<file path="src/sv/etok_pkg.sv">
`default_nettype none
package etok_pkg;

	localparam int OffsetBitsDefault = 16;

	localparam int KindW = 4;
	localparam int OffW  = 16;
	localparam int LenW  = 16;
	localparam int ErrW  = 3;
	localparam int UnitW = 16;
	localparam int MaxResults = 3;

	// token kinds
	localparam logic [KindW-1:0] TK_NUMBER   = 4'd0;
	localparam logic [KindW-1:0] TK_IDENT    = 4'd1;
	localparam logic [KindW-1:0] TK_CONST    = 4'd2;
	localparam logic [KindW-1:0] TK_FUNC     = 4'd3;
	localparam logic [KindW-1:0] TK_PLUS     = 4'd4;
	localparam logic [KindW-1:0] TK_MINUS    = 4'd5;
	localparam logic [KindW-1:0] TK_MULTIPLY = 4'd6;
	localparam logic [KindW-1:0] TK_DIVIDE   = 4'd7;
	localparam logic [KindW-1:0] TK_POWER    = 4'd8;
	localparam logic [KindW-1:0] TK_LPAREN   = 4'd9;
	localparam logic [KindW-1:0] TK_RPAREN   = 4'd10;
	localparam logic [KindW-1:0] TK_LBRACKET = 4'd11;
	localparam logic [KindW-1:0] TK_RBRACKET = 4'd12;
	localparam logic [KindW-1:0] TK_EQUAL    = 4'd13;
	localparam logic [KindW-1:0] TK_COMMA    = 4'd14;
	localparam logic [KindW-1:0] TK_END      = 4'd15;

	// error codes
	localparam logic [ErrW-1:0] ERR_OK        = 3'd0;
	localparam logic [ErrW-1:0] ERR_EMPTY     = 3'd1;
	localparam logic [ErrW-1:0] ERR_BAD_CHAR  = 3'd2;
	localparam logic [ErrW-1:0] ERR_DOT_DIGIT = 3'd3;
	localparam logic [ErrW-1:0] ERR_EXP_DIGIT = 3'd4;
	localparam logic [ErrW-1:0] ERR_TOO_LONG  = 3'd5;

	// scan modes
	localparam logic [3:0] M_IDLE    = 4'd0;
	localparam logic [3:0] M_INT     = 4'd1;
	localparam logic [3:0] M_DOT     = 4'd2;
	localparam logic [3:0] M_FRAC    = 4'd3;
	localparam logic [3:0] M_EXP     = 4'd4;
	localparam logic [3:0] M_EXPSIGN = 4'd5;
	localparam logic [3:0] M_EXPDIG  = 4'd6;
	localparam logic [3:0] M_ID      = 4'd7;
	localparam logic [3:0] M_ID_C    = 4'd8;
	localparam logic [3:0] M_ID_F    = 4'd9;
	localparam logic [3:0] M_SKIP    = 4'd10;

	localparam logic [2:0] KwConstLen = 3'd5;
	localparam logic [2:0] KwFuncLen  = 3'd4;

	typedef struct packed {
		logic [KindW-1:0] kind;
		logic [OffW-1:0]  offset;
		logic [LenW-1:0]  length;
		logic [ErrW-1:0]  err;
		logic             last;
	} result_t;

	typedef struct packed {
		logic    emit;
		logic    fail;
		result_t res;
	} close_t;

	function automatic logic is_digit(logic [UnitW-1:0] c);
		return c >= 16'h0030 && c <= 16'h0039;
	endfunction

	function automatic logic is_word_start(logic [UnitW-1:0] c);
		return (c >= 16'h0041 && c <= 16'h005A) || (c >= 16'h0061 && c <= 16'h007A) ||
			c == 16'h005F;
	endfunction

	function automatic logic is_ws(logic [UnitW-1:0] c);
		return (c >= 16'h0009 && c <= 16'h000D) || c == 16'h0020 || c == 16'h0085 ||
			c == 16'h00A0 || c == 16'h1680 || (c >= 16'h2000 && c <= 16'h200A) ||
			c == 16'h2028 || c == 16'h2029 || c == 16'h202F || c == 16'h205F ||
			c == 16'h3000;
	endfunction

	// {hit, kind} for one-unit tokens
	function automatic logic [KindW:0] single_kind(logic [UnitW-1:0] c);
		logic [KindW:0] r;
		case (c)
			16'h002B: r = {1'b1, TK_PLUS};
			16'h002D, 16'h2013, 16'h2212, 16'h2014: r = {1'b1, TK_MINUS};
			16'h002A, 16'h00D7: r = {1'b1, TK_MULTIPLY};
			16'h002F, 16'h00F7: r = {1'b1, TK_DIVIDE};
			16'h005E: r = {1'b1, TK_POWER};
			16'h0028: r = {1'b1, TK_LPAREN};
			16'h0029: r = {1'b1, TK_RPAREN};
			16'h005B: r = {1'b1, TK_LBRACKET};
			16'h005D: r = {1'b1, TK_RBRACKET};
			16'h003D: r = {1'b1, TK_EQUAL};
			16'h002C: r = {1'b1, TK_COMMA};
			default: r = '0;
		endcase
		return r;
	endfunction

	function automatic logic [UnitW-1:0] kw_const_at(logic [2:0] k);
		logic [UnitW-1:0] r;
		case (k)
			3'd0: r = 16'h0063;
			3'd1: r = 16'h006F;
			3'd2: r = 16'h006E;
			3'd3: r = 16'h0073;
			3'd4: r = 16'h0074;
			default: r = 16'hFFFF;
		endcase
		return r;
	endfunction

	function automatic logic [UnitW-1:0] kw_func_at(logic [2:0] k);
		logic [UnitW-1:0] r;
		case (k)
			3'd0: r = 16'h0066;
			3'd1: r = 16'h0075;
			3'd2: r = 16'h006E;
			3'd3: r = 16'h0063;
			default: r = 16'hFFFF;
		endcase
		return r;
	endfunction

endpackage
`default_nettype wire

</file>
<file path="src/sv/etok_unit_if.sv">
`default_nettype none
interface etok_unit_if;
	logic                        valid;
	logic                        ready;
	logic [etok_pkg::UnitW-1:0]  code_unit;
	logic                        last_unit;

	modport source(output valid, output code_unit, output last_unit, input ready);
	modport sink(input valid, input code_unit, input last_unit, output ready);
endinterface
`default_nettype wire

</file>
<file path="src/sv/etok_token_if.sv">
`default_nettype none
interface etok_token_if;
	logic                        valid;
	logic                        ready;
	logic [etok_pkg::KindW-1:0]  token_kind;
	logic [etok_pkg::OffW-1:0]   start_offset;
	logic [etok_pkg::LenW-1:0]   token_length;
	logic [etok_pkg::ErrW-1:0]   error_code;
	logic                        last_token;

	modport source(output valid, output token_kind, output start_offset, output token_length,
		output error_code, output last_token, input ready);
	modport sink(input valid, input token_kind, input start_offset, input token_length,
		input error_code, input last_token, output ready);
endinterface
`default_nettype wire

</file>
<file path="src/sv/expression_tokenizer_top.sv">
`default_nettype none
// channel   dir  payload                                              request
// unit_ch   in   code_unit[15:0] last_unit                            valid & ready
// token_ch  out  token_kind[3:0] start_offset[15:0] token_length[15:0] valid & ready
//                error_code[2:0] last_token
//
// one code unit per clock while the result register keeps up: a unit is first held in the
// input register, then the scanner updates its state and loads all results of that unit
// (up to three) at once. results leave one per cycle while token_ch is ready; a unit with
// two or three results holds the input while the result register drains.
// arst_n clears the scanner to idle and empties both registers.
// a stalled token_ch holds the input register, and from there unit_ch.ready.
module expression_tokenizer_top #(
	parameter int OFFSET_BITS = etok_pkg::OffsetBitsDefault
) (
	input  wire logic        clk,
	input  wire logic        arst_n,
	etok_unit_if.sink        unit_ch,
	etok_token_if.source     token_ch
);
	import etok_pkg::*;

	localparam int OB = OFFSET_BITS;

	function automatic logic [OffW-1:0] to16(logic [OB-1:0] x);
		logic [31:0] w;
		w = 32'(x);
		return w[OffW-1:0];
	endfunction

	function automatic result_t err_res(logic [OB-1:0] off, logic [ErrW-1:0] e);
		result_t r;
		r.kind   = TK_NUMBER;
		r.offset = to16(off);
		r.length = '0;
		r.err    = e;
		r.last   = 1'b1;
		return r;
	endfunction

	// ends an open token at offset e
	function automatic close_t close_res(logic [3:0] md, logic [2:0] k, logic [OB-1:0] b,
			logic [OB-1:0] e);
		close_t cr;
		logic [OB-1:0] len;
		cr = '0;
		len = e - b;
		cr.res.kind   = TK_NUMBER;
		cr.res.offset = to16(b);
		cr.res.length = to16(len);
		cr.res.err    = ERR_OK;
		cr.res.last   = 1'b0;
		case (md)
			M_INT, M_FRAC, M_EXPDIG: begin
				cr.emit = 1'b1;
			end
			M_DOT: begin
				cr.emit = 1'b1;
				cr.fail = 1'b1;
				cr.res  = err_res(b, ERR_DOT_DIGIT);
			end
			M_EXP, M_EXPSIGN: begin
				cr.emit = 1'b1;
				cr.fail = 1'b1;
				cr.res  = err_res(b, ERR_EXP_DIGIT);
			end
			M_ID, M_ID_C, M_ID_F: begin
				cr.emit = 1'b1;
				cr.res.kind = TK_IDENT;
				if (md == M_ID_C && k == KwConstLen) cr.res.kind = TK_CONST;
				if (md == M_ID_F && k == KwFuncLen) cr.res.kind = TK_FUNC;
			end
			default: begin
				cr.emit = 1'b0;
			end
		endcase
		return cr;
	endfunction

	// input register
	logic             valid_s1;
	logic [UnitW-1:0] code_s1;
	logic             last_s1;

	// scanner state
	logic [3:0]    mode_q;
	logic [2:0]    kp_q;
	logic [OB-1:0] begin_q;
	logic [OB-1:0] pos_q;
	logic          seen_q;
	logic          pend_q;
	logic [OB-1:0] bso_q;

	// result register
	result_t   res_q [MaxResults];
	logic [1:0] cnt_q;
	logic [1:0] rd_q;

	logic out_fire, last_out, bundle_free, adv, accept;

	// next state and results of the unit in the input register
	logic [3:0]    m_c;
	logic [2:0]    kp_c;
	logic [OB-1:0] begin_c;
	logic [OB-1:0] pos_c;
	logic          seen_c;
	logic          pend_c;
	logic [OB-1:0] bso_c;
	result_t       r_c [MaxResults];
	logic [1:0]    n_c;
	logic          ok_c;

	assign token_ch.valid        = cnt_q != 2'd0;
	assign token_ch.token_kind   = res_q[rd_q].kind;
	assign token_ch.start_offset = res_q[rd_q].offset;
	assign token_ch.token_length = res_q[rd_q].length;
	assign token_ch.error_code   = res_q[rd_q].err;
	assign token_ch.last_token   = res_q[rd_q].last;

	assign out_fire    = token_ch.valid && token_ch.ready;
	assign last_out    = rd_q == cnt_q - 2'd1;
	assign bundle_free = cnt_q == 2'd0 || (out_fire && last_out);
	assign adv         = valid_s1 && bundle_free;
	assign unit_ch.ready = !valid_s1 || bundle_free;
	assign accept      = unit_ch.valid && unit_ch.ready;

	always_comb begin
		logic [OB-1:0]    off;
		logic             cont;
		logic [KindW:0]   sk;
		close_t           cl;
		logic [UnitW-1:0] c;
		c       = code_s1;
		m_c     = mode_q;
		kp_c    = kp_q;
		begin_c = begin_q;
		pos_c   = pos_q;
		seen_c  = seen_q;
		pend_c  = pend_q;
		bso_c   = bso_q;
		n_c     = '0;
		ok_c    = 1'b1;
		off     = pos_q;
		cont    = 1'b0;
		sk      = single_kind(c);
		cl      = '0;
		for (int i = 0; i < MaxResults; i++) r_c[i] = '0;

		if (mode_q != M_SKIP) begin
			if (&pos_q) begin
				r_c[n_c] = err_res(pos_q, ERR_TOO_LONG);
				n_c = n_c + 2'd1;
				ok_c = 1'b0;
			end else begin
				pos_c = pos_q + 1'b1;
				case (mode_q)
					M_INT: begin
						if (is_digit(c)) cont = 1'b1;
						else if (c == 16'h002E) begin
							cont = 1'b1;
							m_c = M_DOT;
						end else if (c == 16'h0065 || c == 16'h0045) begin
							cont = 1'b1;
							m_c = M_EXP;
						end
					end
					M_FRAC: begin
						if (is_digit(c)) cont = 1'b1;
						else if (c == 16'h0065 || c == 16'h0045) begin
							cont = 1'b1;
							m_c = M_EXP;
						end
					end
					M_DOT: begin
						if (is_digit(c)) begin
							cont = 1'b1;
							m_c = M_FRAC;
						end
					end
					M_EXP: begin
						if (is_digit(c)) begin
							cont = 1'b1;
							m_c = M_EXPDIG;
						end else if (c == 16'h002B || c == 16'h002D) begin
							cont = 1'b1;
							m_c = M_EXPSIGN;
						end
					end
					M_EXPSIGN, M_EXPDIG: begin
						if (is_digit(c)) begin
							cont = 1'b1;
							m_c = M_EXPDIG;
						end
					end
					M_ID, M_ID_C, M_ID_F: begin
						if (is_digit(c) || is_word_start(c)) begin
							cont = 1'b1;
							if (mode_q == M_ID_C && kp_q < KwConstLen && c == kw_const_at(kp_q))
								kp_c = kp_q + 3'd1;
							else if (mode_q == M_ID_F && kp_q < KwFuncLen &&
									c == kw_func_at(kp_q))
								kp_c = kp_q + 3'd1;
							else
								m_c = M_ID;
						end
					end
					default: begin
						cont = 1'b0;
					end
				endcase

				if (!cont) begin
					cl = close_res(mode_q, kp_q, begin_q, off);
					if (cl.emit) begin
						r_c[n_c] = cl.res;
						n_c = n_c + 2'd1;
					end
					if (cl.fail) ok_c = 1'b0;
					else m_c = M_IDLE;

					if (ok_c && c != 16'h0020) begin
						if (is_ws(c)) begin
							// stray whitespace only matters if content follows
							if (seen_q && !pend_q) begin
								pend_c = 1'b1;
								bso_c = off;
							end
						end else if (pend_q) begin
							r_c[n_c] = err_res(bso_q, ERR_BAD_CHAR);
							n_c = n_c + 2'd1;
							ok_c = 1'b0;
						end else begin
							seen_c = 1'b1;
							if (is_digit(c)) begin
								m_c = M_INT;
								begin_c = off;
							end else if (is_word_start(c)) begin
								begin_c = off;
								kp_c = 3'd1;
								m_c = (c == 16'h0063) ? M_ID_C : (c == 16'h0066) ? M_ID_F : M_ID;
							end else if (sk[KindW]) begin
								r_c[n_c].kind   = sk[KindW-1:0];
								r_c[n_c].offset = to16(off);
								r_c[n_c].length = 16'd1;
								r_c[n_c].err    = ERR_OK;
								r_c[n_c].last   = 1'b0;
								n_c = n_c + 2'd1;
							end else begin
								r_c[n_c] = err_res(off, ERR_BAD_CHAR);
								n_c = n_c + 2'd1;
								ok_c = 1'b0;
							end
						end
					end
				end
			end

			if (ok_c && last_s1) begin
				cl = close_res(m_c, kp_c, begin_c, pos_c);
				if (cl.emit) begin
					r_c[n_c] = cl.res;
					n_c = n_c + 2'd1;
				end
				if (!cl.fail) begin
					if (!seen_c) r_c[n_c] = err_res('0, ERR_EMPTY);
					else begin
						r_c[n_c].kind   = TK_END;
						r_c[n_c].offset = to16(pos_c);
						r_c[n_c].length = '0;
						r_c[n_c].err    = ERR_OK;
						r_c[n_c].last   = 1'b1;
					end
					n_c = n_c + 2'd1;
				end
			end
		end

		if (last_s1) begin
			m_c     = M_IDLE;
			kp_c    = '0;
			begin_c = '0;
			pos_c   = '0;
			seen_c  = 1'b0;
			pend_c  = 1'b0;
			bso_c   = '0;
		end else if (!ok_c) begin
			m_c = M_SKIP;
		end
	end

	always_ff @(posedge clk or negedge arst_n) begin
		if (!arst_n) begin
			valid_s1 <= 1'b0;
		end else if (accept) begin
			valid_s1 <= 1'b1;
		end else if (adv) begin
			valid_s1 <= 1'b0;
		end
	end

	always_ff @(posedge clk) begin
		if (accept) begin
			code_s1 <= unit_ch.code_unit;
			last_s1 <= unit_ch.last_unit;
		end
	end

	always_ff @(posedge clk or negedge arst_n) begin
		if (!arst_n) begin
			mode_q  <= M_IDLE;
			kp_q    <= '0;
			begin_q <= '0;
			pos_q   <= '0;
			seen_q  <= 1'b0;
			pend_q  <= 1'b0;
			bso_q   <= '0;
		end else if (adv) begin
			mode_q  <= m_c;
			kp_q    <= kp_c;
			begin_q <= begin_c;
			pos_q   <= pos_c;
			seen_q  <= seen_c;
			pend_q  <= pend_c;
			bso_q   <= bso_c;
		end
	end

	always_ff @(posedge clk or negedge arst_n) begin
		if (!arst_n) begin
			cnt_q <= '0;
			rd_q  <= '0;
		end else if (adv) begin
			cnt_q <= n_c;
			rd_q  <= '0;
		end else if (out_fire) begin
			if (last_out) begin
				cnt_q <= '0;
				rd_q  <= '0;
			end else begin
				rd_q <= rd_q + 2'd1;
			end
		end
	end

	always_ff @(posedge clk) begin
		if (adv) begin
			for (int i = 0; i < MaxResults; i++) res_q[i] <= r_c[i];
		end
	end

	a_rd_in_range: assert property (@(posedge clk) disable iff (!arst_n)
		rd_q <= cnt_q && (cnt_q == 2'd0 || rd_q < cnt_q))
		else $error("read pointer beyond loaded results");

	a_last_is_final: assert property (@(posedge clk) disable iff (!arst_n)
		(token_ch.valid && token_ch.last_token) |-> last_out)
		else $error("result after a last token in the same unit");

	a_err_is_last: assert property (@(posedge clk) disable iff (!arst_n)
		(token_ch.valid && token_ch.error_code != ERR_OK) |-> token_ch.last_token)
		else $error("error result not marked last");

	a_end_shape: assert property (@(posedge clk) disable iff (!arst_n)
		(token_ch.valid && token_ch.token_kind == TK_END) |->
		(token_ch.last_token && token_ch.token_length == '0))
		else $error("malformed end token");

	a_skip_after_err: assert property (@(posedge clk) disable iff (!arst_n)
		(adv && !ok_c && !last_s1) |=> mode_q == M_SKIP)
		else $error("scanner not skipping after an error");

	a_ready_when_free: assert property (@(posedge clk) disable iff (!arst_n)
		(cnt_q == 2'd0) |-> unit_ch.ready)
		else $error("input stalled with an empty result register");

endmodule
`default_nettype wire

</file>
<file path="src/flat_wrapper.sv">
// flat-port wrapper written by rule: the top's interface ports become plain ports
module expression_tokenizer_top_flat import etok_pkg::*;
#(
	parameter int OFFSET_BITS = etok_pkg::OffsetBitsDefault
)
  (clk, arst_n, unit_ch_valid, unit_ch_code_unit, unit_ch_last_unit, unit_ch_ready, token_ch_valid, token_ch_token_kind, token_ch_start_offset, token_ch_token_length, token_ch_error_code, token_ch_last_token, token_ch_ready);
  etok_unit_if unit_ch_i ();
  etok_token_if token_ch_i ();
  input  wire logic clk;
  input  wire logic arst_n;
  input wire logic [$bits(unit_ch_i.valid)-1:0] unit_ch_valid;
  input wire logic [$bits(unit_ch_i.code_unit)-1:0] unit_ch_code_unit;
  input wire logic [$bits(unit_ch_i.last_unit)-1:0] unit_ch_last_unit;
  output wire logic [$bits(unit_ch_i.ready)-1:0] unit_ch_ready;
  output wire logic [$bits(token_ch_i.valid)-1:0] token_ch_valid;
  output wire logic [$bits(token_ch_i.token_kind)-1:0] token_ch_token_kind;
  output wire logic [$bits(token_ch_i.start_offset)-1:0] token_ch_start_offset;
  output wire logic [$bits(token_ch_i.token_length)-1:0] token_ch_token_length;
  output wire logic [$bits(token_ch_i.error_code)-1:0] token_ch_error_code;
  output wire logic [$bits(token_ch_i.last_token)-1:0] token_ch_last_token;
  input wire logic [$bits(token_ch_i.ready)-1:0] token_ch_ready;
  assign unit_ch_i.valid = unit_ch_valid;
  assign unit_ch_i.code_unit = unit_ch_code_unit;
  assign unit_ch_i.last_unit = unit_ch_last_unit;
  assign unit_ch_ready = unit_ch_i.ready;
  assign token_ch_valid = token_ch_i.valid;
  assign token_ch_token_kind = token_ch_i.token_kind;
  assign token_ch_start_offset = token_ch_i.start_offset;
  assign token_ch_token_length = token_ch_i.token_length;
  assign token_ch_error_code = token_ch_i.error_code;
  assign token_ch_last_token = token_ch_i.last_token;
  assign token_ch_i.ready = token_ch_ready;
  expression_tokenizer_top #(.OFFSET_BITS(OFFSET_BITS)) u_core (.clk(clk), .arst_n(arst_n), .unit_ch(unit_ch_i), .token_ch(token_ch_i));
endmodule
</file>
<file path="config.mk">
export PLATFORM = sky130hd
export DESIGN_NAME = expression_tokenizer_top_flat
export DESIGN_NICKNAME = d
export VERILOG_FILES = /design/src/sv/etok_pkg.sv /design/src/sv/etok_unit_if.sv /design/src/sv/etok_token_if.sv /design/src/sv/expression_tokenizer_top.sv /design/src/flat_wrapper.sv
export SDC_FILE = /design/constraint.sdc
export NUM_CORES = 1
export LEC_CHECK = 0
export BUFFER_PORTS_ARGS = -buffer_cell sky130_fd_sc_hd__clkbuf_2
export CAP_MARGIN = 40
export CORE_UTILIZATION = 57
export DETAILED_ROUTE_END_ITERATION = 16
export MAX_ROUTING_LAYER = met4
export PLACE_DENSITY = 0.76
export SLEW_MARGIN = 20
export SYNTH_ARGS = -nofsm -noshare
export SYNTH_HDL_FRONTEND = slang
export SYNTH_SLANG_ARGS = --single-unit
</file>
<file path="constraint.sdc">
create_clock -name clk -period 5.5 [get_ports clk]
set_input_delay 0.55 -clock clk [delete_from_list [all_inputs] [get_ports clk]]
set_output_delay 0.55 -clock clk [all_outputs]
set_load 0.05 [all_outputs]
</file>
==> results_dict.tcl, run 1 <==
set metrics [dict create \
    status "complete, no violations" \
    cts_root_buf "clkbuf_16" \
    synth.area.top_cells "edfxtp_1 28%, dfrtp_1 11%, nand2_1 4.7%" \
    max-slew-margin-rel_pct 42.4 \
    area_growth_pct 11.9 \
    drv_cap 0 \
    start_util_pct 58.2 \
    drt-pass1-iter-count 6 \
    grt_usage_pct 39.2 \
    slowest_stage "a2111oi_4" \
    coreArea_mm2 0.0252 \
    hold_path_class "primary input to asynchronous set/reset pin" \
    synthesis.nets 1747 \
    cts_buffer_depth 2 \
    required_ns 5.69 \
    crit_path_end_kind "flip-flop" \
    avgViaCountPerCell 6.83 \
    nNetsFinal 1808 \
    rr_startpoint "u_core.code_s1[6]" \
    grt_start_max_net_pins 78 \
    avgSynthCellArea_um2 8.70 \
    r2r_slack_ns 0.29 \
    worstSetupPathType "flip-flop to flip-flop" \
    placedCellCount 2046 \
    die_w_um 162 \
    worst_pin_slew_ns 0.861 \
    p_per_area_mw_per_mm2 555 \
    hold_viol_final 0 \
    critPathLaunchType "flip-flop" \
    place_congestion 0.995 \
    diodes 0 \
    die_area_mm2 0.0264 \
    dp_hpwl_um 37400 \
    grt_pass1_vias 12700 \
    cp.arrival_ns 5.39 \
    clock_skew_ns 0.0180 \
    syn-cell-area_mm2 0.0147 \
    reg2regPathDepth 18 \
    slowest_delay_ns 0.70 \
    cp_common_cell "buf_4" \
    ys_ff_latch 198 \
    timing.rr.end "u_core.res_q[1][27]" \
    cts-htree-levels 4 \
    synth_top_area_cell "edfxtp_1" \
    cts.sinks 198 \
    synth_cells 1686 \
    slew_viol_final 0 \
    routed_wl_um 50100 \
    path_buf_inv 3 \
    path_delay_family "compound AO/OA/AOI/OAI gates" \
    fin_crit_sh_pct 94.7 \
    yosysTopAreaCellShare_pct 27.8 \
    final_core_util_pct 65.2 \
    layout-drive-gt1-share_pct 15.0 \
    path_clk_slew_ns 0.10 \
    p_total_w 0.00911 \
    fin_crit_ns 5.21 \
    cts_tree "yes" \
    fmax_ghz 0.192 \
    wire_per_inst_um 24.0 \
    numPortBuffers 62 \
    ir_worst_vdd_v 0.000563 \
    io_pins 63 \
    ys_types 107 \
    rsz0062_at_grt "false" \
    numCtsBuffers 17 \
    antenna_found_initial 0 \
    crit_fanout 28 \
    grt_pass1_wl_um 75900 \
    final_antenna_net_count 0 \
    synth_flop_cell "edfxtp_1" \
    drc_errors 0 \
    synth-warning-count 0 \
    layout.cells.non_filler 2090 \
    drtIter0Drc 2107 \
    p_leak_nw 6.32 \
    final_area_mm2 0.0164 \
    synth_edf_count 136 \
    clk_latency_ns 0.46 \
    rows 58 \
    crit_chain "and4bb_1 > nand4_2 > a211oi_2 > a2111oi_4 > and3_1 > nand2_2 > o32a_1 > buf_4 > nand4_4 > nand2_4 > xnor2_1 > inv_1 > ha_1 > nand3b_1 > buf_4 > o21ai_0 > a21oi_1 > a211oi_1" \
    async_flop_share_pct 31.3 \
    vias 14300 \
    synth-seq-area-share_pct 38.4 \
    setup-violations-final 0 \
    die_y_um 162 \
    tns_ns 0 \
    placedInstanceArea_mm2 0.0156 \
    overflow 0 \
]
## timing repair
| action | 4_1_cts | 5_1_grt |
|---|---|---|
| resized for setup | 0 | 2 |
| hold buffers | 0 | 0 |
| buffers inserted | 0 | 8 |
| endpoints found under the setup margin | 0 | 11 |
| endpoints found under the hold margin | 0 | 0 |
## area by class of cell
class,count,area [um2]
tap,330,413
multi-input combinational,1291,8270
fill,2137,8770
inverter,72,273
clock inverter,15,234
sequential,198,5640
clock buffer,17,425
timing repair buffer,167,1160
## registers in the layout, summed over array words and instances (netlist names)
| register | flops |
|---|---|
| u_core.code_s1 | 16 |
| u_core.cnt_q | 2 |
| u_core.pend_q | 1 |
| u_core.last_s1 | 1 |
| u_core.bso_q | 16 |
| u_core.kp_q | 3 |
| u_core.pos_q | 16 |
| u_core.mode_q | 4 |
| u_core.res_q | 119 |
| u_core.begin_q | 16 |
| u_core.rd_q | 2 |
| u_core.seen_q | 1 |
| u_core.valid_s1 | 1 |
## placed cells by master, fill, tap and decap left out, types with 8 or more instances in the layout
master / instances
o211ai_1: 11
o22ai_1: 52
xnor2_1: 24
nor2b_1: 17
nor3_1: 62
mux2i_1: 57
nor4_1: 14
a211oi_1: 25
a31oi_1: 21
a21o_1: 17
a2bb2oi_1: 16
edfxtp_1: 136
or3_1: 14
a21oi_1: 87
o21a_1: 10
buf_4: 98
dfrtp_1: 60
o21ai_0: 136
nand4_1: 19
and2_1: 13
inv_1: 70
clkbuf_2: 61
nand2b_1: 17
ha_1: 39
o21ai_1: 8
o31ai_1: 10
a22o_1: 27
nand2_1: 184
nor3b_1: 8
xor2_1: 18
nor2_1: 121
nor2_2: 12
nand3_1: 50
and3_1: 24
clkbuf_16: 17
## stage by stage
stage | hold WS, ns | worst slack [ns]
global placement | 0.481 | 0.352
global route | 0.0581 | 0.0123
floorplan | 0.254 | 0.359
detailed placement | 0.485 | 0.395
CTS | 0.0300 | 0.351
finish | 0.0359 | 0.294
## per-layer routing
layer  GRT usage (%)  wire, um  vias to the layer above
li1                -         -                     6429
met1            57.1     21700                     6752
met2            54.4     20800                      992
met3            8.25      6260                      102
met4            11.2      1370                        0
met5               -         0                        -
## synthesized netlist by cell type (7+ instances only)
master     count
edfxtp_1     136
nand2b_1      17
or3_1         14
buf_2         25
o21a_1        10
nor3b_1        8
a32o_1         7
nand3_1       50
and4_1         7
a211oi_1      25
a21oi_1       87
dfrtp_1       62
nor2b_1       17
a2bb2oi_1     16
xnor2_1       24
o31ai_1       10
inv_1         71
and3_1        24
nor3_1        64
a22o_1        27
or2_2          7
a31oi_1       21
o211ai_1      11
xor2_1        18
o22ai_1       52
o2111ai_1      7
o21ai_0      136
nor4_1        14
nand2_1      184
nor2_2        11
buf_1          9
clkbuf_1      85
mux2i_1       57
ha_1          39
nor2_1       122
nand4_1       19
a21o_1        17
o21ai_1        9
and2_1        13
## cell families after synthesis
group | Yosys count | share of synthesized area (%)
and+or+nand+nor | 620 | 21.7
AOI/OAI and AO/OA | 525 | 24.0
DFF | 198 | 38.4
buffers and inverters | 197 | 5.51
muxes | 63 | 4.37
xor gates and xnor gates | 42 | 2.51
adders and majority gates | 41 | 3.53
## where the power goes
part	internal [W]	total, W	switching [W]
Sequential	0.00224	0.00247	0.000232
Clock	0.000655	0.00141	0.000760
Combinational	0.00142	0.00523	0.00381
## worst max-delay path by stage
stage | startpoint | endpoint | slack (ns) | cells past startpoint
floorplan | u_core.cnt_q[0] | u_core.bso_q[5] | 0.36 | 12
global route | u_core.kp_q[0] | u_core.res_q[1][22] | 0.01 | 19
global placement | u_core.code_s1[7] | u_core.res_q[0][16] | 0.35 | 18
CTS | u_core.code_s1[7] | u_core.res_q[1][22] | 0.35 | 18
detailed placement | u_core.code_s1[7] | u_core.res_q[0][12] | 0.40 | 18
finish | u_core.code_s1[6] | u_core.res_q[1][27] | 0.29 | 18
No activity file was read; power rests on OpenSTA's default activity.
==> inputs of run 2 (changes only) <==
- CELL_PAD_IN_SITES_DETAIL_PLACEMENT: unset -> 0
- CELL_PAD_IN_SITES_GLOBAL_PLACEMENT: unset -> 1
- CORE_UTILIZATION: 57 -> 44
==> run 2 against run 1 <==
- via count shrank 3.9%
- first-iteration DRC count shrank 19%
- global-route usage shrank 7.1 points
- critical path type unchanged
- non-clock buffer count grew 4
- worst hold slack lost 0.019 ns
- clock power shrank 11%
- critical endpoint is now u_core.res_q[0][19]
- highest routed layer unchanged
- largest cell class unchanged
- register-to-register slack lost 0.02 ns
==> results_dict.tcl, run 2 (synthesized netlist as in run 1, its figures left out) <==
set metrics [dict create \
    path_buf_inv 3 \
    setup_ws_ns 0.270 \
    area_growth_pct 12.3 \
    grt_pass1_wl_um 79100 \
    crit_fanout 17 \
    cts_tree "yes" \
    cp_common_cell "buf_4" \
    nNetsFinal 1812 \
    slew_viol_final 0 \
    vias 13700 \
    p_total_w 0.00894 \
    diodes 0 \
    drt-pass1-iter-count 6 \
    die_w_um 185 \
    drv_cap 0 \
    die_y_um 185 \
    setup-violations-final 0 \
    grt_usage_pct 32.0 \
    path_clk_slew_ns 0.08 \
    clk_latency_ns 0.47 \
    final_cell_mix "184 x nand2_1, 136 x o21ai_0, 136 x edfxtp_1" \
    fill_cells 3192 \
    power_switching_w 0.00467 \
    p_clk_share_pct 14.0 \
    cts_root_buf "clkbuf_16" \
    layout.cells.non_filler 2206 \
    switching_share_pct 52.2 \
    cts-htree-levels 4 \
    grt_start_max_net_pins 78 \
    reg2regPathDepth 18 \
    required_ns 5.70 \
    largest_register "u_core.res_q" \
    fmax_ghz 0.191 \
    antenna_found_initial 0 \
    routed_wl_um 51800 \
    wire_per_inst_um 23.5 \
    layout-drive-gt1-share_pct 15.2 \
    overflow 0 \
    crit_path_end_kind "flip-flop" \
    rr_startpoint "u_core.code_s1[0]" \
    slowest_stage "a2111oi_4" \
    hold_path_class "primary input to asynchronous set/reset pin" \
    clock_skew_ns 0.0193 \
    p_int_w 0.00427 \
    p_per_area_mw_per_mm2 542 \
    p_leak_nw 6.28 \
    io_pins 63 \
    die_area_mm2 0.0341 \
    slowest_delay_ns 0.73 \
    layout_commonest_cell "nand2_1" \
    rows 66 \
    grt_pass1_vias 12700 \
    dp_hpwl_um 39300 \
    path_delay_family "compound AO/OA/AOI/OAI gates" \
    max-slew-margin-rel_pct 47.9 \
    cts_buffer_depth 2 \
    critPathLaunchType "flip-flop" \
    drc_errors 0 \
    fin_crit_ns 5.23 \
    worstSetupPathType "flip-flop to flip-flop" \
    numPortBuffers 62 \
    fin_crit_sh_pct 95.1 \
    rsz0062_at_grt "false" \
    tns_ns 0 \
    hold_viol_final 0 \
    cp.arrival_ns 5.43 \
    status "complete, no violations" \
    placedCellCount 2165 \
    final_antenna_net_count 0 \
    power_frac_seq_pct 27.6 \
    worst_pin_slew_ns 0.782 \
    holdBufCountCts 0 \
    cts.sinks 198 \
    avgViaCountPerCell 6.22 \
    start_util_pct 44.9 \
    ir_worst_vdd_v 0.000387 \
    numCtsBuffers 17 \
    pwr-share-comb_pct 58.5 \
    timing.rr.end "u_core.res_q[0][19]" \
    r2r_slack_ns 0.27 \
    place_congestion 0.962 \
    place_worst_setup_slack_ns 0.255 \
    crit_chain "buf_4 > nand2_1 > o21ba_2 > and3_4 > a2111oi_4 > nand3_2 > mux2i_1 > inv_1 > ha_1 > o21ai_0 > and4_1 > a221oi_1 > buf_4 > o32a_1 > o211ai_2 > a2111o_1 > nand3_1 > o22ai_1" \
    largest_register_ffs 119 \
    drtIter0Drc 1700 \
    coreArea_mm2 0.0327 \
]
==> run 2: cell types whose count changed in the layout (fill, tap and decap cells not counted), sizes merged <==
cell	before	now
buf	106	110
inv	81	78
clkbuf	78	79
clkinv	6	7
clkinvlp	0	1
==> run 2: power by group through the flow <==
| stage | clock, W | combinational (W) | sequential (W) |
|---|---|---|---|
| 6_report | 0.00125 | 0.00523 | 0.00246 |
| 3_5_place_dp | 0 | 0.00512 | 0.00250 |
| 4_1_cts | 0.00127 | 0.00514 | 0.00247 |
| 3_3_place_gp | 0 | 0.00508 | 0.00249 |
| 2_1_floorplan | 0 | 0.00360 | 0.00242 |
| 5_1_grt | 0.00132 | 0.00560 | 0.00251 |
==> run 2: worst max-delay path by stage <==
stage / startpoint / to / cells past startpoint
after global routing: u_core.code_s1[9] / u_core.res_q[1][38] / 17
after CTS: u_core.code_s1[2] / u_core.res_q[1][19] / 14
after floorplan: u_core.cnt_q[0] / u_core.bso_q[5] / 12
final: u_core.code_s1[0] / u_core.res_q[0][19] / 18
after global placement: u_core.code_s1[2] / u_core.res_q[1][19] / 14
after detailed placement: u_core.code_s1[2] / u_core.res_q[1][19] / 14
==> run 2: repair_timing <==
action / CTS / global route
setup buffers: 0 / 7
setup endpoints to repair: 0 / 8
resized for setup: 0 / 2
==> run 2: area by class of cell <==
cell class / instances / area, um2 / share of cell area (%)
multi-input cells: 1291 / 8260 / 50.1
flip-flops and latches: 198 / 5640 / 34.2
repair buffers: 171 / 1190 / 7.22
well taps: 442 / 553 / 3.36
clock buffers: 18 / 429 / 2.60
inverters: 72 / 273 / 1.66
clock inverters: 14 / 135 / 0.820
==> run 2: metal layers <==
metal  part of all wire, %  up-vias  wire length [um]  GRT usage, %
met2                    42      607             21600          44.8
met4                   1.7        0               887          7.47
li1                      -     6435                 -             -
met3                   8.4       57              4330          5.59
met5                     0        -                 0             -
met1                    48     6621             25000          47.5
==> run 2: through the flow <==
stage / hold WS, ns / cell area (um2) / util, %
2_1_floorplan: 0.254 / 14700 / -
5_1_grt: 0.0307 / 16500 / 50.4
6_report: 0.0168 / 16500 / 50.4
4_1_cts: 0.0111 / 16400 / 50.1
3_3_place_gp: 0.482 / 15800 / 48.2
3_5_place_dp: 0.489 / 15800 / 48.4
